`src/rtl/fractional_lif_neuron_step_macros.svh`:
```
// ----------------------------------------------------------------------------
// Assertion macros for the fractional LIF neuron
// Concurrent checks sampled on clk_i and disabled while rst_ni is low.
// ----------------------------------------------------------------------------
`ifndef FRACTIONAL_LIF_NEURON_STEP_MACROS_SVH
`define FRACTIONAL_LIF_NEURON_STEP_MACROS_SVH

// Same-cycle implication: cons must hold whenever ante holds.
`define FLNS_ASSERT_IMP(lbl, ante, cons) \
  lbl: assert property (@(posedge clk_i) disable iff (!rst_ni) (ante) |-> (cons)) \
    else $error("%m: same-cycle check failed");

// Next-cycle implication: cons must hold in the cycle after ante.
`define FLNS_ASSERT_NEXT(lbl, ante, cons) \
  lbl: assert property (@(posedge clk_i) disable iff (!rst_ni) (ante) |=> (cons)) \
    else $error("%m: next-cycle check failed");

`endif

```
`src/rtl/flns_cell.sv`:
```
// ----------------------------------------------------------------------------
// flns_cell
// One history cell: holds one deviation word, takes its neighbor's on enable.
// ----------------------------------------------------------------------------
module flns_cell (
  input  logic        clk_i,
  input  logic        rst_ni,
  input  logic        en_i,
  input  logic [31:0] data_i,
  output logic [31:0] data_o
);

  logic [31:0] data_q;
  logic [31:0] data_d;

  assign data_d = en_i ? data_i : data_q;
  assign data_o = data_q;

  // History starts out all zero.
  always_ff @(posedge clk_i or negedge rst_ni) begin
    if (!rst_ni) begin
      data_q <= '0;
    end else begin
      data_q <= data_d;
    end
  end

endmodule

```
`config.mk`:
```
export PLATFORM = sky130hd
export DESIGN_NAME = flns_cell
export DESIGN_NICKNAME = d
export VERILOG_FILES = /design/src/rtl/fractional_lif_neuron_step_macros.svh /design/src/rtl/flns_cell.sv
export SDC_FILE = /design/constraint.sdc
export NUM_CORES = 1
export LEC_CHECK = 0
export BUFFER_PORTS_ARGS = -buffer_cell sky130_fd_sc_hd__buf_2
export CORE_ASPECT_RATIO = 0.7
export CORE_MARGIN = 5
export CORE_UTILIZATION = 44
export DETAILED_ROUTE_END_ITERATION = 12
export PLACE_DENSITY = 0.77
export REMOVE_ABC_BUFFERS = 1
export SLEW_MARGIN = 20
export SYNTH_ARGS = -nofsm -noshare
export SYNTH_HDL_FRONTEND = slang
export SYNTH_SLANG_ARGS = --single-unit
```
`constraint.sdc`:
```
create_clock -name clk_i -period 0.8 [get_ports clk_i]
set_input_delay 0.24 -clock clk_i [delete_from_list [all_inputs] [get_ports clk_i]]
set_output_delay 0.24 -clock clk_i [all_outputs]
set_load 0.005 [all_outputs]
```
==> reports/results.ini <==
[die]
io_pins=67
die_height_um=56.3
start_util_pct=47.0
dieArea_um2=4280
core_area_um2=2860
row_count=16
chipWidth_um=76.1

[sta]
max_freq_mhz=956
slew_headroom_pct=89.4
fin_ws_ns=-0.246
layout_min_cycle_time_ns=1.05
setup_viol=50
timing_max_transition_violations_final=0
post-route-period-util_pct=131
skew_ns=0
fin_hold_ws_ns=0.190
tightest_slew_ns=0.160
rsz0062_at_grt=true
finalHoldViolCount=0
setup_tns_ns=-8.58

[global_route]
met3_usage_pct=7.51
busiest_layer=met2
use_met1_pct=17.7
grt_usage_pct=13.7
grt_use_met2_pct=19.1
grt_start_max_net_pins=30
antenna_found_initial=0
grt_pass1_wl_um=4700
overflow=0
grt_pass1_vias=1011

[run]
maxCapViolCount=0

[finish]
diodes=0
fin_area_um2=2010
syn2layout_area_growth_pct=49.2
regArea_um2=801
multi_input_area_um2=473
finalNetCount=195
largest_reg_flops=32
nFillCells=204
drive_above_1_share_pct=78.9

[critical_path]
slowest_stage=dfrtp_1
end_kind=primary output
r2r_start=data_o[0]
criticalPathCategory=flip-flop to primary output
cpPeakStageDelay_ns=0.39
worstPathMaxFanout=2
worstSetupStartpoint=data_o[9]
cp.required_ns=0.56
critical-path-top-delay-family=flip-flops
worstPathCellList=buf_2
critPathBufInv=1
critPathArrivalTime_ns=0.81
start_kind=flip-flop

[placement]
hpwl_um=2090
globalplace.congestion=0.743
placed_cell_area_um2=1710
port_buffers=66

[cts]
clock-root-buffer=clkbuf_8
numClockSinks=32
clock_latency_ns=0.27
clk_pin_slew_ns=0.07
clk_path_buf_depth=2
h-tree-depth=2
cts_buffers=5
cts_tree=done

[synthesis]
synthCells=68
syn_avg_cell_area_um2=19.8
synth_seq_cells=32
synth-warning-count=0
synth_cell_types=5
seq_area_frac_synth_pct=59.5
syn-cell-area_um2=1350

[route]
drtPass1Iterations=4
ant_nets=0
drc=0
drtIter0Drc=37
wl_per_cell_um=14.7
via_count=912
vias_per_cell=4.63
wl_um=2900

[pwr]
p_switching_w=0.000899
p_seq_share_pct=44.9
power_leakage_nw=1.08
p_clk_share_pct=35.2
comb_power_share_pct=19.9
power_density_nw_per_um2=2080
switching_share_pct=21.6
p_int_w=0.00327
ir_drop_v=0.00125

[worst_hold_path]
hp-start=data_i[5]
hp-class=input pin to flip-flop

[run_status]
failed_checks=setup timing
status=finished, violations left

## metal layers
layer | wire length, um | share of wire, %
met3 | 344 | 12
met5 | 0 | 0
met1 | 1310 | 45
met4 | 24 | 0.83
met2 | 1220 | 42
## cells by family (layout without fill, tap and decap cells)
family                 count (synthesis)  after routing  synth area share (%)
buffers and inverters                  4             97                  5.30
multiplexers                          32             32                  35.2
flip-flops                            32             32                  59.5
## cells in the final DEF (no fill, tap or decap)
master	instances
buf_12	3
buf_2	66
buf_4	9
buf_6	10
bufinv_16	1
clkbuf_1	1
clkbuf_8	5
clkinv_2	1
dfrtp_1	32
dlygate4sd3_1	1
mux2_2	2
mux2_4	30
## cell usage after synthesis
cell type,n,share of area [%]
mux2_2,2,1.7
buf_12,3,4.5
dfrtp_1,32,60
mux2_4,30,33
buf_6,1,0.84
## metrics by stage
stage	utilization, %	cells	worst slack [ns]	total power [W]
after detailed placement	59.7	169	-0.246	0.00256
after global placement	59.7	169	-0.211	0.00253
after CTS	67.5	192	-0.253	0.00417
final	70.1	197	-0.246	0.00417
after floorplan	-	64	0.0517	0.00217
after global routing	70.1	197	-0.286	0.00437
## path summary, 6_finish.rpt
kind	endpoint	slack, ns	cells after the start
max	data_o[9]	-0.25	1
max in group asynchronous	data_o[20]	0.14	3
min in group asynchronous	data_o[25]	0.30	2
min reg2reg	data_o[31]	0.51	1
max reg2reg	data_o[0]	-0.19	3
min	data_o[5]	0.19	2
## power by group through the flow
stage          clock network, W  registers (W)  logic, W
2_1_floorplan                 0        0.00191  0.000260
3_3_place_gp                  0        0.00189  0.000642
6_report                0.00147        0.00187  0.000830
5_1_grt                 0.00158        0.00189  0.000897
3_5_place_dp                  0        0.00190  0.000660
4_1_cts                 0.00153        0.00186  0.000771
## timing repair
item,4_1_cts,5_1_grt
pin swaps,0,0
resized for setup,0,10
setup buffers,14,11
hold buffers,1,0
endpoints found under the setup margin,32,46
hold endpoints to repair,32,0
## area by class of cell
cell class,instances,share of cell area [%]
multi-input cells,32,23.6
repair buffers,89,28.9
clock inverters,2,1.75
clock buffers,6,3.62
well taps,36,2.24
flip-flops and latches,32,39.9
Note: power is estimated with default switching activity, not from simulation.
