--- config.mk ---
export PLATFORM = sky130hd
export DESIGN_NAME = flns_mac
export DESIGN_NICKNAME = d
export VERILOG_FILES = /design/src/rtl/fractional_lif_neuron_step_macros.svh /design/src/rtl/flns_pkg.sv /design/src/rtl/flns_mac.sv
export SDC_FILE = /design/constraint.sdc
export NUM_CORES = 2
export LEC_CHECK = 0
export BUFFER_PORTS_ARGS = -buffer_cell sky130_fd_sc_hd__clkbuf_2
export CAP_MARGIN = 20
export CORE_ASPECT_RATIO = 2
export CORE_MARGIN = 1
export CORE_UTILIZATION = 35
export DETAILED_ROUTE_END_ITERATION = 8
export GPL_TIMING_DRIVEN = 0
export SYNTH_ARGS = -nofsm -noshare
export SYNTH_HDL_FRONTEND = slang
export SYNTH_SLANG_ARGS = --single-unit
--- constraint.sdc ---
create_clock -name clk_i -period 7.9 [get_ports clk_i]
set_input_delay 0.395 -clock clk_i [delete_from_list [all_inputs] [get_ports clk_i]]
set_output_delay 0.395 -clock clk_i [all_outputs]
set_load 0.02 [all_outputs]
--- src/rtl/fractional_lif_neuron_step_macros.svh ---
// ----------------------------------------------------------------------------
// Assertion macros for the fractional LIF neuron
// Concurrent checks sampled on clk_i and disabled while rst_ni is low.
// ----------------------------------------------------------------------------
`ifndef FRACTIONAL_LIF_NEURON_STEP_MACROS_SVH
`define FRACTIONAL_LIF_NEURON_STEP_MACROS_SVH

// Same-cycle implication: cons must hold whenever ante holds.
`define FLNS_ASSERT_IMP(lbl, ante, cons) \
  lbl: assert property (@(posedge clk_i) disable iff (!rst_ni) (ante) |-> (cons)) \
    else $error("%m: same-cycle check failed");

// Next-cycle implication: cons must hold in the cycle after ante.
`define FLNS_ASSERT_NEXT(lbl, ante, cons) \
  lbl: assert property (@(posedge clk_i) disable iff (!rst_ni) (ante) |=> (cons)) \
    else $error("%m: next-cycle check failed");

`endif

--- src/rtl/flns_pkg.sv ---
// ----------------------------------------------------------------------------
// flns_pkg
// Shared types and constants of the fractional LIF neuron.
// ----------------------------------------------------------------------------
package flns_pkg;

  localparam int unsigned CFG_IDX_W = 3;
  localparam int unsigned COEFF_W   = 17;
  localparam int unsigned SINCE_W   = 17;
  localparam int unsigned GM_W      = 51;

  localparam logic [SINCE_W-1:0] SINCE_MAX = 17'h1_FFFF;

  localparam logic [31:0] RST_LEAK_GAIN  = 32'd655;
  localparam logic [31:0] RST_INPUT_GAIN = 32'd65536;
  localparam logic [31:0] RST_REST       = 32'd0;
  localparam logic [31:0] RST_THRESHOLD  = 32'd65536;
  localparam logic [31:0] RST_RESET_POT  = 32'd0;
  localparam logic [15:0] RST_REFRACTORY = 16'd2;
  localparam logic [10:0] RST_HIST_LEN   = 11'd1024;

  typedef enum logic [0:0] {
    CMD_STEP  = 1'b0,
    CMD_COEFF = 1'b1
  } flns_cmd_e;

  typedef enum logic [CFG_IDX_W-1:0] {
    REG_LEAK_GAIN  = 3'd0,
    REG_INPUT_GAIN = 3'd1,
    REG_REST       = 3'd2,
    REG_THRESHOLD  = 3'd3,
    REG_RESET_POT  = 3'd4,
    REG_REFRACTORY = 3'd5,
    REG_HIST_LEN   = 3'd6
  } flns_reg_e;

  typedef enum logic [2:0] {
    ST_IDLE,
    ST_SHIFT,
    ST_ROT,
    ST_DRAIN,
    ST_SUM,
    ST_OUT
  } flns_state_e;

  typedef enum logic [2:0] {
    GM_IDLE,
    GM_LO,
    GM_HI,
    GM_SUM,
    GM_RND,
    GM_SIGN
  } flns_gm_phase_e;

  // Valid and keep flags of one history tap presented to the multiply-accumulate.
  typedef struct packed {
    logic valid;
    logic keep;
  } flns_tap_t;

endpackage

--- src/rtl/flns_mac.sv ---
// ----------------------------------------------------------------------------
// flns_mac
// Memory-term multiply-accumulate: one coefficient times one history tap per
// cycle, exact Q.32 sum, then rounding to a signed Q16.16 memory term.
// ----------------------------------------------------------------------------
module flns_mac #(
  parameter int unsigned IDX_W = 10,
  localparam int unsigned MEM_W = IDX_W + 35
) (
  input  logic                                 clk_i,
  input  logic                                 rst_ni,
  input  logic                                 clear_i,
  input  flns_pkg::flns_tap_t                  tap_i,
  input  logic signed [31:0]                   hist_i,
  input  logic [flns_pkg::COEFF_W-1:0]         coeff_i,
  output logic                                 busy_o,
  output logic signed [MEM_W-1:0]              mem_o
);
  import flns_pkg::*;

  localparam int unsigned PROD_W = 50;
  localparam int unsigned ACC_W  = PROD_W + IDX_W;
  localparam int unsigned RND_W  = ACC_W - 16;

  // vld_q: tap held, product held, sum updated, magnitude held, rounded held
  logic [4:0]               vld_q;
  logic                     s1_keep_q;
  logic signed [31:0]       s1_hist_q;
  logic signed [PROD_W-1:0] prod_w;
  logic signed [PROD_W-1:0] prod_q;
  logic signed [ACC_W-1:0]  acc_q;
  logic [ACC_W-1:0]         mag_q;
  logic                     neg_q;
  logic [RND_W-1:0]         rnd_q;
  logic                     rnd_neg_q;
  logic signed [MEM_W-1:0]  mem_q;

  assign prod_w = $signed({1'b0, coeff_i}) * s1_hist_q;
  assign busy_o = |vld_q;
  assign mem_o  = mem_q;

  always_ff @(posedge clk_i or negedge rst_ni) begin
    if (!rst_ni) begin
      vld_q <= '0;
    end else begin
      vld_q <= {vld_q[3:0], tap_i.valid};
    end
  end

  always_ff @(posedge clk_i) begin
    s1_keep_q <= tap_i.keep;
    s1_hist_q <= hist_i;
    // unused taps contribute nothing, whatever the coefficient slot holds
    prod_q    <= s1_keep_q ? prod_w : '0;
    if (clear_i) begin
      acc_q <= '0;
    end else if (vld_q[1]) begin
      acc_q <= acc_q + ACC_W'(prod_q);
    end
    mag_q     <= acc_q[ACC_W-1] ? ACC_W'(-acc_q) : ACC_W'(acc_q);
    neg_q     <= acc_q[ACC_W-1];
    rnd_q     <= mag_q[ACC_W-1:16] + RND_W'(mag_q[15]);
    rnd_neg_q <= neg_q;
    mem_q     <= rnd_neg_q ? -$signed({1'b0, rnd_q}) : $signed({1'b0, rnd_q});
  end

endmodule

==> results.toml <==
[clock_network]
h-tree-depth = 1
clock_latency_ns = 0.63
cts_max_path_buffers = 3
cts_tree = "done"
cts_setup_buffers = 0
cts_root_buf = "clkbuf_16"
cts.sinks = 284
cts-buffers-inserted = 29
clkTransAtPathRegs_ns = 0.07

[grt]
antenna_found_initial = 1
grt_pass1_wl_microns = 146000
grt_usage_pct = 20.3
grt_start_max_net_pins = 16
first_global_vias = 26700
grt.overflow.total = 0

[floorplanning]
die_area_sq_um = 93200
die_h_microns = 431
io_pins = 100
core-area_sq_um = 90800
rows = 156
initial_core_util_pct = 35.4
die_w_microns = 216

[synth]
async_flop_share_pct = 1.76
yosys-top-cells-count = "676 x inv_1, 522 x fa_1, 366 x and2_1"
yosys_warnings = 0
syn_area_sq_um = 32200
syn_nets = 4332
yosysMostFrequentCell = "inv_1"
post-synth-top-area-cell = "fa_1"
avgSynthCellArea_sq_um = 8.99
syn_inst = 3576
synth_edf_count = 0
synth_top_area_share_pct = 32.5
synth-seq-cells = 284
ys_types = 69
yosysSeqAreaShare_pct = 17.8
synth.area.top_cells = "fa_1 32%, dfxtp_1 17%, inv_1 7.9%"
synth_top_flop_cell = "dfxtp_1"

[placement]
dp_hpwl_microns = 78800
numPortBuffers = 98
gp_congestion = 0.956

[drt]
vias = 24100
wl_per_cell_microns = 18.7
drc = 0
ant_nets = 0
wl_microns = 92500
vias_per_cell = 4.87
drt_iter0_drc = 1125
first_pass_iters = 5

[setup_path]
arrival_ns = 8.16
crit_required_ns = 8.36
crit_path_frequent_cell = "fa_1"
crit_path_top_delay_cell = "o31ai_1"
cp_slowest_stage_delay_ns = 0.68
path_class = "flip-flop to flip-flop"
start_kind = "flip-flop"
crit_chain = "clkbuf_1 > and2_1 > fa_1 > inv_1 > fa_1 > fa_1 > inv_1 > fa_1 > fa_1 > inv_1 > fa_1 > inv_1 > ha_1 > and3_1 > nand3_1 > a21oi_1 > o2111ai_1 > nand2_1 > a31oi_1 > o31ai_1 > o311ai_0"
path_max_fanout = 10
cp-end-kind = "flip-flop"
r2r_slack_ns = 0.19

[finish]
drive_above_1_share_pct = 5.19
num_antenna_cells = 0
n_fill_cell = 9310
syn2layout_area_growth_pct = 10.5
nNetsFinal = 4496
fin_util_pct = 39.1

[sta]
fin_worst_skew_ns = 0.0303
timing.fmax_mhz = 130
tightest_slew_ns = 1.03
fin_crit_sh_pct = 97.5
finalSetupViolations = 0
slew-limit-headroom_pct = 31.4
rsz0062_at_grt = "false"
slew_viol_final = 0
final_hold_viol_count = 0
period_needed_ns = 7.71

[status]
status = "complete, no violations"

[worst_hold_path]
hp-class = "primary input to asynchronous set/reset pin"

[flow_run]
maxCapViolations = 0
[kinds of logic (layout without fill, tap and decap cells)]
group | after synthesis | after routing | share of synthesized area (%)
AOI/OAI and AO/OA | 436 | 436 | 8.76
xor gates and xnor gates | 218 | 218 | 5.94
and+or+nand+nor | 1076 | 1076 | 17.2
DFF | 284 | 284 | 17.8
adders and majority gates | 702 | 702 | 39.5
buffers and inverters | 820 | 1004 | 9.57
muxes | 40 | 40 | 1.25
[per-stage QoR]
stage               setup WS [ns]  TNS, ns  std cells  hold WS (ns)  cell area [sq um]
global placement           -0.486    -2.36       4859         0.211              34100
CTS                       0.00349        0       4945        0.0836              35500
detailed placement         -0.488    -2.53       4859         0.219              34100
floorplan                    1.18        0       3576        0.0994              32200
global route               0.0305        0       4945         0.114              35500
finish                      0.194        0       4945         0.117              35500
[worst max-delay path: cells and delay by family (launching register included)]
family	cells	cell delay [ns]
and+or+nand+nor	4	0.87
AOI/OAI and AO/OA	5	1.82
buffers and inverters	5	0.86
DFF	1	0.63
adders and majority gates	7	3.36
[cells in the final DEF (no fill, tap or decap), drive strengths merged, types with 7 or more instances in the layout]
cell,n
nand2b,25
o41ai,11
fa,522
a21o,66
o31ai,26
dfxtp,279
xor2,47
ha,180
nor2,129
nor4,10
or2,13
a31oi,14
o21ai,99
nor2b,18
xnor2,171
clkbuf,273
inv,681
nand3,37
o311ai,7
or3,14
a211oi,12
and2,366
nand2,363
nor3,26
or4,14
a21oi,114
nand4,23
a2111oi,7
dlygate4sd3,35
o21bai,11
and3,15
mux2i,39
o21a,18
[routing by layer]
layer  GRT usage [%]  vias up  wire [microns]  part of all wire (%)
li1                -    11400               -                     -
met1            19.6    11800           31500                    34
met2            39.4      605           50000                    54
met3            1.91      314            2980                   3.2
met4            14.9        2            8040                   8.7
met5               0        -              13                 0.014
[registers in the layout, indices dropped and copies added (netlist names)]
| signal | count |
|---|---|
| rnd_neg_q | 1 |
| neg_q | 1 |
| s1_keep_q | 1 |
| acc_q | 60 |
| prod_q | 50 |
| mag_q | 45 |
| s1_hist_q | 32 |
| rnd_q | 44 |
| vld_q | 5 |
| mem_o | 45 |
[layout make-up]
class                           count  area, sq um  share of cell area [%]
Multi-Input combinational cell   2472        23400                    65.8
Sequential cell                   284         5720                    16.1
Inverter                          676         2540                    7.14
Tap cell                         1185         1480                    4.17
Timing Repair Buffer              133          841                    2.37
Clock buffer                       33          762                    2.15
Buffer                            144          559                    1.57
Clock inverter                     18          240                   0.676
[final timing paths]
check                                       from                     to  cells past startpoint
min reg2reg                        neg_q$_DFF_P_      rnd_neg_q$_DFF_P_                      0
min                                       rst_ni     vld_q[1]$_DFF_PN0_                      2
max                        s1_hist_q[15]$_DFF_P_  prod_q[48]$_SDFF_PN0_                     21
max in group asynchronous                 rst_ni     vld_q[3]$_DFF_PN0_                      2
max reg2reg                s1_hist_q[15]$_DFF_P_  prod_q[48]$_SDFF_PN0_                     21
min in group clk_i                 neg_q$_DFF_P_      rnd_neg_q$_DFF_P_                      0
[repair_timing]
action                                  in CTS  in global routing
hold buffers                                35                  0
hold endpoints to repair                    39                  0
endpoints found under the setup margin       7                 11
gates resized for setup                      6                 25
Power is not shown: default switching activity piles up to over one toggle a cycle in this logic, so the estimate is an artifact.
