File: config.mk
export PLATFORM = sky130hd
export DESIGN_NAME = flns_gmul
export DESIGN_NICKNAME = d
export VERILOG_FILES = /design/src/rtl/fractional_lif_neuron_step_macros.svh /design/src/rtl/flns_pkg.sv /design/src/rtl/flns_gmul.sv
export SDC_FILE = /design/constraint.sdc
export NUM_CORES = 2
export LEC_CHECK = 0
export BUFFER_PORTS_ARGS = -buffer_cell sky130_fd_sc_hd__clkbuf_2
export CAP_MARGIN = 5
export CORE_AREA = 2 2 232 234
export DETAILED_ROUTE_END_ITERATION = 8
export DIE_AREA = 0 0 234 236
export PLACE_DENSITY = 0.75
export SLEW_MARGIN = 25
export SYNTH_ARGS = -nofsm -noshare
export SYNTH_HDL_FRONTEND = slang
export SYNTH_SLANG_ARGS = --single-unit
File: constraint.sdc
create_clock -name clk_i -period 7.4 [get_ports clk_i]
set_input_delay 0.74 -clock clk_i [delete_from_list [all_inputs] [get_ports clk_i]]
set_output_delay 0.74 -clock clk_i [all_outputs]
set_load 0.005 [all_outputs]
File: src/rtl/fractional_lif_neuron_step_macros.svh
// ----------------------------------------------------------------------------
// Assertion macros for the fractional LIF neuron
// Concurrent checks sampled on clk_i and disabled while rst_ni is low.
// ----------------------------------------------------------------------------
`ifndef FRACTIONAL_LIF_NEURON_STEP_MACROS_SVH
`define FRACTIONAL_LIF_NEURON_STEP_MACROS_SVH

// Same-cycle implication: cons must hold whenever ante holds.
`define FLNS_ASSERT_IMP(lbl, ante, cons) \
  lbl: assert property (@(posedge clk_i) disable iff (!rst_ni) (ante) |-> (cons)) \
    else $error("%m: same-cycle check failed");

// Next-cycle implication: cons must hold in the cycle after ante.
`define FLNS_ASSERT_NEXT(lbl, ante, cons) \
  lbl: assert property (@(posedge clk_i) disable iff (!rst_ni) (ante) |=> (cons)) \
    else $error("%m: next-cycle check failed");

`endif

File: src/rtl/flns_pkg.sv
// ----------------------------------------------------------------------------
// flns_pkg
// Shared types and constants of the fractional LIF neuron.
// ----------------------------------------------------------------------------
package flns_pkg;

  localparam int unsigned CFG_IDX_W = 3;
  localparam int unsigned COEFF_W   = 17;
  localparam int unsigned SINCE_W   = 17;
  localparam int unsigned GM_W      = 51;

  localparam logic [SINCE_W-1:0] SINCE_MAX = 17'h1_FFFF;

  localparam logic [31:0] RST_LEAK_GAIN  = 32'd655;
  localparam logic [31:0] RST_INPUT_GAIN = 32'd65536;
  localparam logic [31:0] RST_REST       = 32'd0;
  localparam logic [31:0] RST_THRESHOLD  = 32'd65536;
  localparam logic [31:0] RST_RESET_POT  = 32'd0;
  localparam logic [15:0] RST_REFRACTORY = 16'd2;
  localparam logic [10:0] RST_HIST_LEN   = 11'd1024;

  typedef enum logic [0:0] {
    CMD_STEP  = 1'b0,
    CMD_COEFF = 1'b1
  } flns_cmd_e;

  typedef enum logic [CFG_IDX_W-1:0] {
    REG_LEAK_GAIN  = 3'd0,
    REG_INPUT_GAIN = 3'd1,
    REG_REST       = 3'd2,
    REG_THRESHOLD  = 3'd3,
    REG_RESET_POT  = 3'd4,
    REG_REFRACTORY = 3'd5,
    REG_HIST_LEN   = 3'd6
  } flns_reg_e;

  typedef enum logic [2:0] {
    ST_IDLE,
    ST_SHIFT,
    ST_ROT,
    ST_DRAIN,
    ST_SUM,
    ST_OUT
  } flns_state_e;

  typedef enum logic [2:0] {
    GM_IDLE,
    GM_LO,
    GM_HI,
    GM_SUM,
    GM_RND,
    GM_SIGN
  } flns_gm_phase_e;

  // Valid and keep flags of one history tap presented to the multiply-accumulate.
  typedef struct packed {
    logic valid;
    logic keep;
  } flns_tap_t;

endpackage

File: src/rtl/flns_gmul.sv
// ----------------------------------------------------------------------------
// flns_gmul
// Sequential gain multiplier: unsigned Q16.16 gain times a signed 33-bit
// value, rounded to Q16.16 to nearest with ties away from zero.
// ----------------------------------------------------------------------------
module flns_gmul (
  input  logic                            clk_i,
  input  logic                            rst_ni,
  input  logic                            start_i,
  input  logic [31:0]                     gain_i,
  input  logic signed [32:0]              value_i,
  output logic                            done_o,
  output logic signed [flns_pkg::GM_W-1:0] result_o
);
  import flns_pkg::*;

  flns_gm_phase_e phase_q, phase_d;

  logic [32:0]            mag_q;
  logic                   neg_q;
  logic [16:0]            mul_b;
  logic [48:0]            mul_w;
  logic [48:0]            lo_q;
  logic [48:0]            hi_q;
  logic [65:0]            p_q;
  logic [49:0]            r_q;
  logic signed [GM_W-1:0] res_q;

  // next phase
  always_comb begin
    phase_d = phase_q;
    unique case (phase_q)
      GM_IDLE: if (start_i) phase_d = GM_LO;
      GM_LO:   phase_d = GM_HI;
      GM_HI:   phase_d = GM_SUM;
      GM_SUM:  phase_d = GM_RND;
      GM_RND:  phase_d = GM_SIGN;
      GM_SIGN: phase_d = GM_IDLE;
      default: phase_d = GM_IDLE;
    endcase
  end

  // outputs
  always_comb begin
    done_o   = (phase_q == GM_IDLE);
    result_o = res_q;
  end

  // one 32x17 multiplier, low then high half of the magnitude
  assign mul_b = (phase_q == GM_LO) ? mag_q[16:0] : {1'b0, mag_q[32:17]};
  assign mul_w = gain_i * mul_b;

  always_ff @(posedge clk_i or negedge rst_ni) begin
    if (!rst_ni) begin
      phase_q <= GM_IDLE;
    end else begin
      phase_q <= phase_d;
    end
  end

  always_ff @(posedge clk_i) begin
    if (phase_q == GM_IDLE && start_i) begin
      mag_q <= value_i[32] ? 33'(-value_i) : 33'(value_i);
      neg_q <= value_i[32];
    end
    if (phase_q == GM_LO) lo_q <= mul_w;
    if (phase_q == GM_HI) hi_q <= mul_w;
    if (phase_q == GM_SUM) p_q <= 66'(lo_q) + {hi_q, 17'b0};
    if (phase_q == GM_RND) r_q <= p_q[65:16] + 50'(p_q[15]);
    if (phase_q == GM_SIGN) begin
      res_q <= neg_q ? -$signed({1'b0, r_q}) : $signed({1'b0, r_q});
    end
  end

endmodule

==> flow_summary.json <==
{
  "endpoint_kind": "register",
  "wire_per_inst_um": 17.3,
  "critPathLaunchType": "register",
  "syn-cell-area_um2": 30200,
  "start_util_pct": 56.8,
  "cts_buffers": 28,
  "final-hold-violation-count": 0,
  "grt_max_degree": 53,
  "synth_edf_count": 269,
  "finalNetCount": 3803,
  "io_buffer_count": 119,
  "boundaryPins": 120,
  "core_um2": 53100,
  "worst-slew-pin-transition_ps": 958,
  "status": "complete, no violations",
  "whs_ps": 382,
  "min_path_type": "input pin to register",
  "drive_gt1_share_pct": 11.0,
  "cp_max_fo": 10,
  "clock_path_buffers": 3,
  "yosys.cell_types.count": 67,
  "clkLatencyLatePin_ps": 570,
  "drv_cap": 0,
  "post-route-period-util_pct": 97.1,
  "syn_inst": 2993,
  "antenna_cells": 0,
  "synth_ff_type": "edfxtp_1",
  "avgViaCountPerCell": 5.47,
  "drc": 0,
  "max_freq_ghz": 0.139,
  "dpl_worst_slack_ps": 10.7,
  "syn_avg_cell_area_um2": 10.1,
  "hpwlAfterDp_mm": 53.9,
  "overflow": 0,
  "grt_pass1_vias": 22489,
  "rows": 85,
  "setup_slack_ps": 217,
  "drt_pass1_iterations": 6,
  "finalCoreUtilization_pct": 62.7,
  "wl_mm": 66.6,
  "setup_violations": 0,
  "cts.sinks": 272,
  "yosysWarnings": 0,
  "ys_seq_area_share_pct": 27.0,
  "slew_viol_final": 0,
  "root_buffer": "clkbuf_16",
  "drt_iter0_drc": 1225,
  "syn_nets": 3670,
  "die_x_um": 234,
  "ant_nets": 0,
  "syn_to_final_growth_pct": 10.3,
  "post_dp_cell_area_um2": 31900,
  "routabilityCongestion": 0.948,
  "clkTransAtPathRegs_ps": 60,
  "via_count": 21029,
  "design_area_um2": 33300,
  "cts_tree": "built",
  "fin_skew_ps": 15.4,
  "crit_required_ps": 7710,
  "die_area_um2": 55200,
  "htree_levels": 1,
  "ys_async_sr_fraction_pct": 1.10,
  "min_period_ps": 7180,
  "grt_pass1_wl_mm": 111,
  "slew_headroom_pct": 35.3,
  "die_h_um": 236,
  "crit_type": "register to register",
  "rsz0062_at_grt": "true",
  "grt.total_usage_pct": 25.0,
  "antenna_found_initial": 0,
  "crit_arrival_ps": 7500,
  "synth_seq_cells": 272
}
-- kinds of logic (layout without fill, tap and decap cells) --
kind of cell	after synthesis	count (layout)	synth area share [%]
fa+ha+maj	609	609	36.5
flops	272	272	27.0
xor+xnor	218	218	6.33
compound gates	303	303	6.59
mux	16	17	0.597
buf+inv	677	828	8.45
simple gates	898	898	14.5
-- state kept, by name (all words and copies together) (netlist names) --
signal,cells
hi_q,49
lo_q,34
mag_q,33
neg_q,1
p_q,51
phase_q,3
r_q,50
result_o,51
-- timing repair --
| action | 4_1_cts | 5_1_grt |
|---|---|---|
| endpoints found under the setup margin | 6 | 32 |
| pin swaps | 0 | 39 |
| hold buffers | 1 | 0 |
| setup buffers | 0 | 11 |
| endpoints found under the hold margin | 3 | 0 |
| gates resized for setup | 3 | 69 |
| gates cloned | 0 | 2 |
-- cells in the mapped netlist, types with 9 or more instances --
library cell | n | area share [%]
nor2_1 | 56 | 0.70
o21a_1 | 11 | 0.27
o41ai_1 | 9 | 0.26
inv_1 | 559 | 7.0
nand3_1 | 41 | 0.68
fa_1 | 450 | 30
ha_1 | 159 | 6.6
a31oi_1 | 16 | 0.33
mux2_2 | 16 | 0.60
and3_1 | 50 | 1.0
or3_1 | 13 | 0.27
a21oi_1 | 87 | 1.4
a21o_1 | 43 | 1.1
xor2_1 | 52 | 1.5
nand2_1 | 448 | 5.6
o31ai_1 | 26 | 0.65
clkbuf_1 | 115 | 1.4
o21bai_1 | 11 | 0.27
nand4_1 | 22 | 0.46
xnor2_1 | 166 | 4.8
o21ai_0 | 58 | 0.96
nor2b_1 | 13 | 0.27
edfxtp_1 | 269 | 27
and2_1 | 196 | 4.1
-- metal layers --
layer	track usage, %	wire length, um
met1	33.7	27900
met2	42.9	32600
met3	3.92	4740
met4	5.50	1360
met5	0	0
-- area by class of cell --
class | count | area, um^2
inverters | 559 | 2100
clock inverters | 16 | 143
flip-flops and latches | 272 | 8150
multi-input cells | 2045 | 19800
fillers | 4243 | 19800
clock buffers | 33 | 719
repair buffers | 220 | 1470
well taps | 696 | 871
-- through the flow --
| step | setup TNS, ps | std cells |
|---|---|---|
| floorplan | 0 | 2993 |
| CTS | 0 | 3828 |
| global placement | 0 | 3778 |
| detailed placement | 0 | 3778 |
| global route | -814 | 3841 |
| finish | 0 | 3841 |
-- path summary, 6_finish.rpt --
kind                             from  slack, ps  depth (start not counted)          to
setup reg to reg           phase_q[2]        220                         26    lo_q[48]
max in group asynchronous      rst_ni       6770                          2  phase_q[1]
setup / recovery           phase_q[2]        220                         26    lo_q[48]
min in group asynchronous      rst_ni        520                          2  phase_q[0]
hold / removal             value_i[0]        380                          1    mag_q[0]
hold reg to reg              lo_q[15]        480                          0     p_q[15]
-- critical path, stage by stage, from the launching register on --
cell and delay, ps:
dfrtp_1 410, nor3b_4 240, buf_6 140, buf_12 150
mux2_2 370, and2_1 190, fa_1 580, inv_1 90
fa_1 540, inv_1 50, fa_1 460, fa_1 510
fa_1 550, inv_1 60, fa_1 520, inv_1 40
ha_1 320, nand2_1 110, a21oi_2 160, nand4_1 130
a31oi_2 210, o21ai_0 120, buf_4 150, o211a_4 250
o31ai_4 240, a41oi_2 170, xnor2_1 160
-- cells in the final DEF, fill, tap and decap left out, types with 6 or more instances in the layout --
cell / n
o31ai_1: 24
buf_12: 6
edfxtp_1: 269
and4_1: 6
or4_1: 8
a21oi_2: 13
o21bai_1: 11
buf_4: 87
mux2_2: 6
clkbuf_16: 29
mux2_4: 11
a31oi_1: 13
nor2b_1: 13
or3_1: 13
nor2_1: 56
nand3_1: 41
fa_1: 450
and2_1: 196
xor2_1: 52
o21ai_0: 50
o21a_1: 11
nand4_1: 22
o21ai_1: 9
xnor2_1: 164
o41ai_1: 8
a21oi_1: 74
nand2_1: 448
nor3_1: 7
ha_1: 150
and3_1: 50
inv_1: 558
a21o_1: 43
clkbuf_2: 120
Power is left out: the tool's default activity adds up to more than one toggle a clock period on the data nets, which glitch-free logic cannot reach.
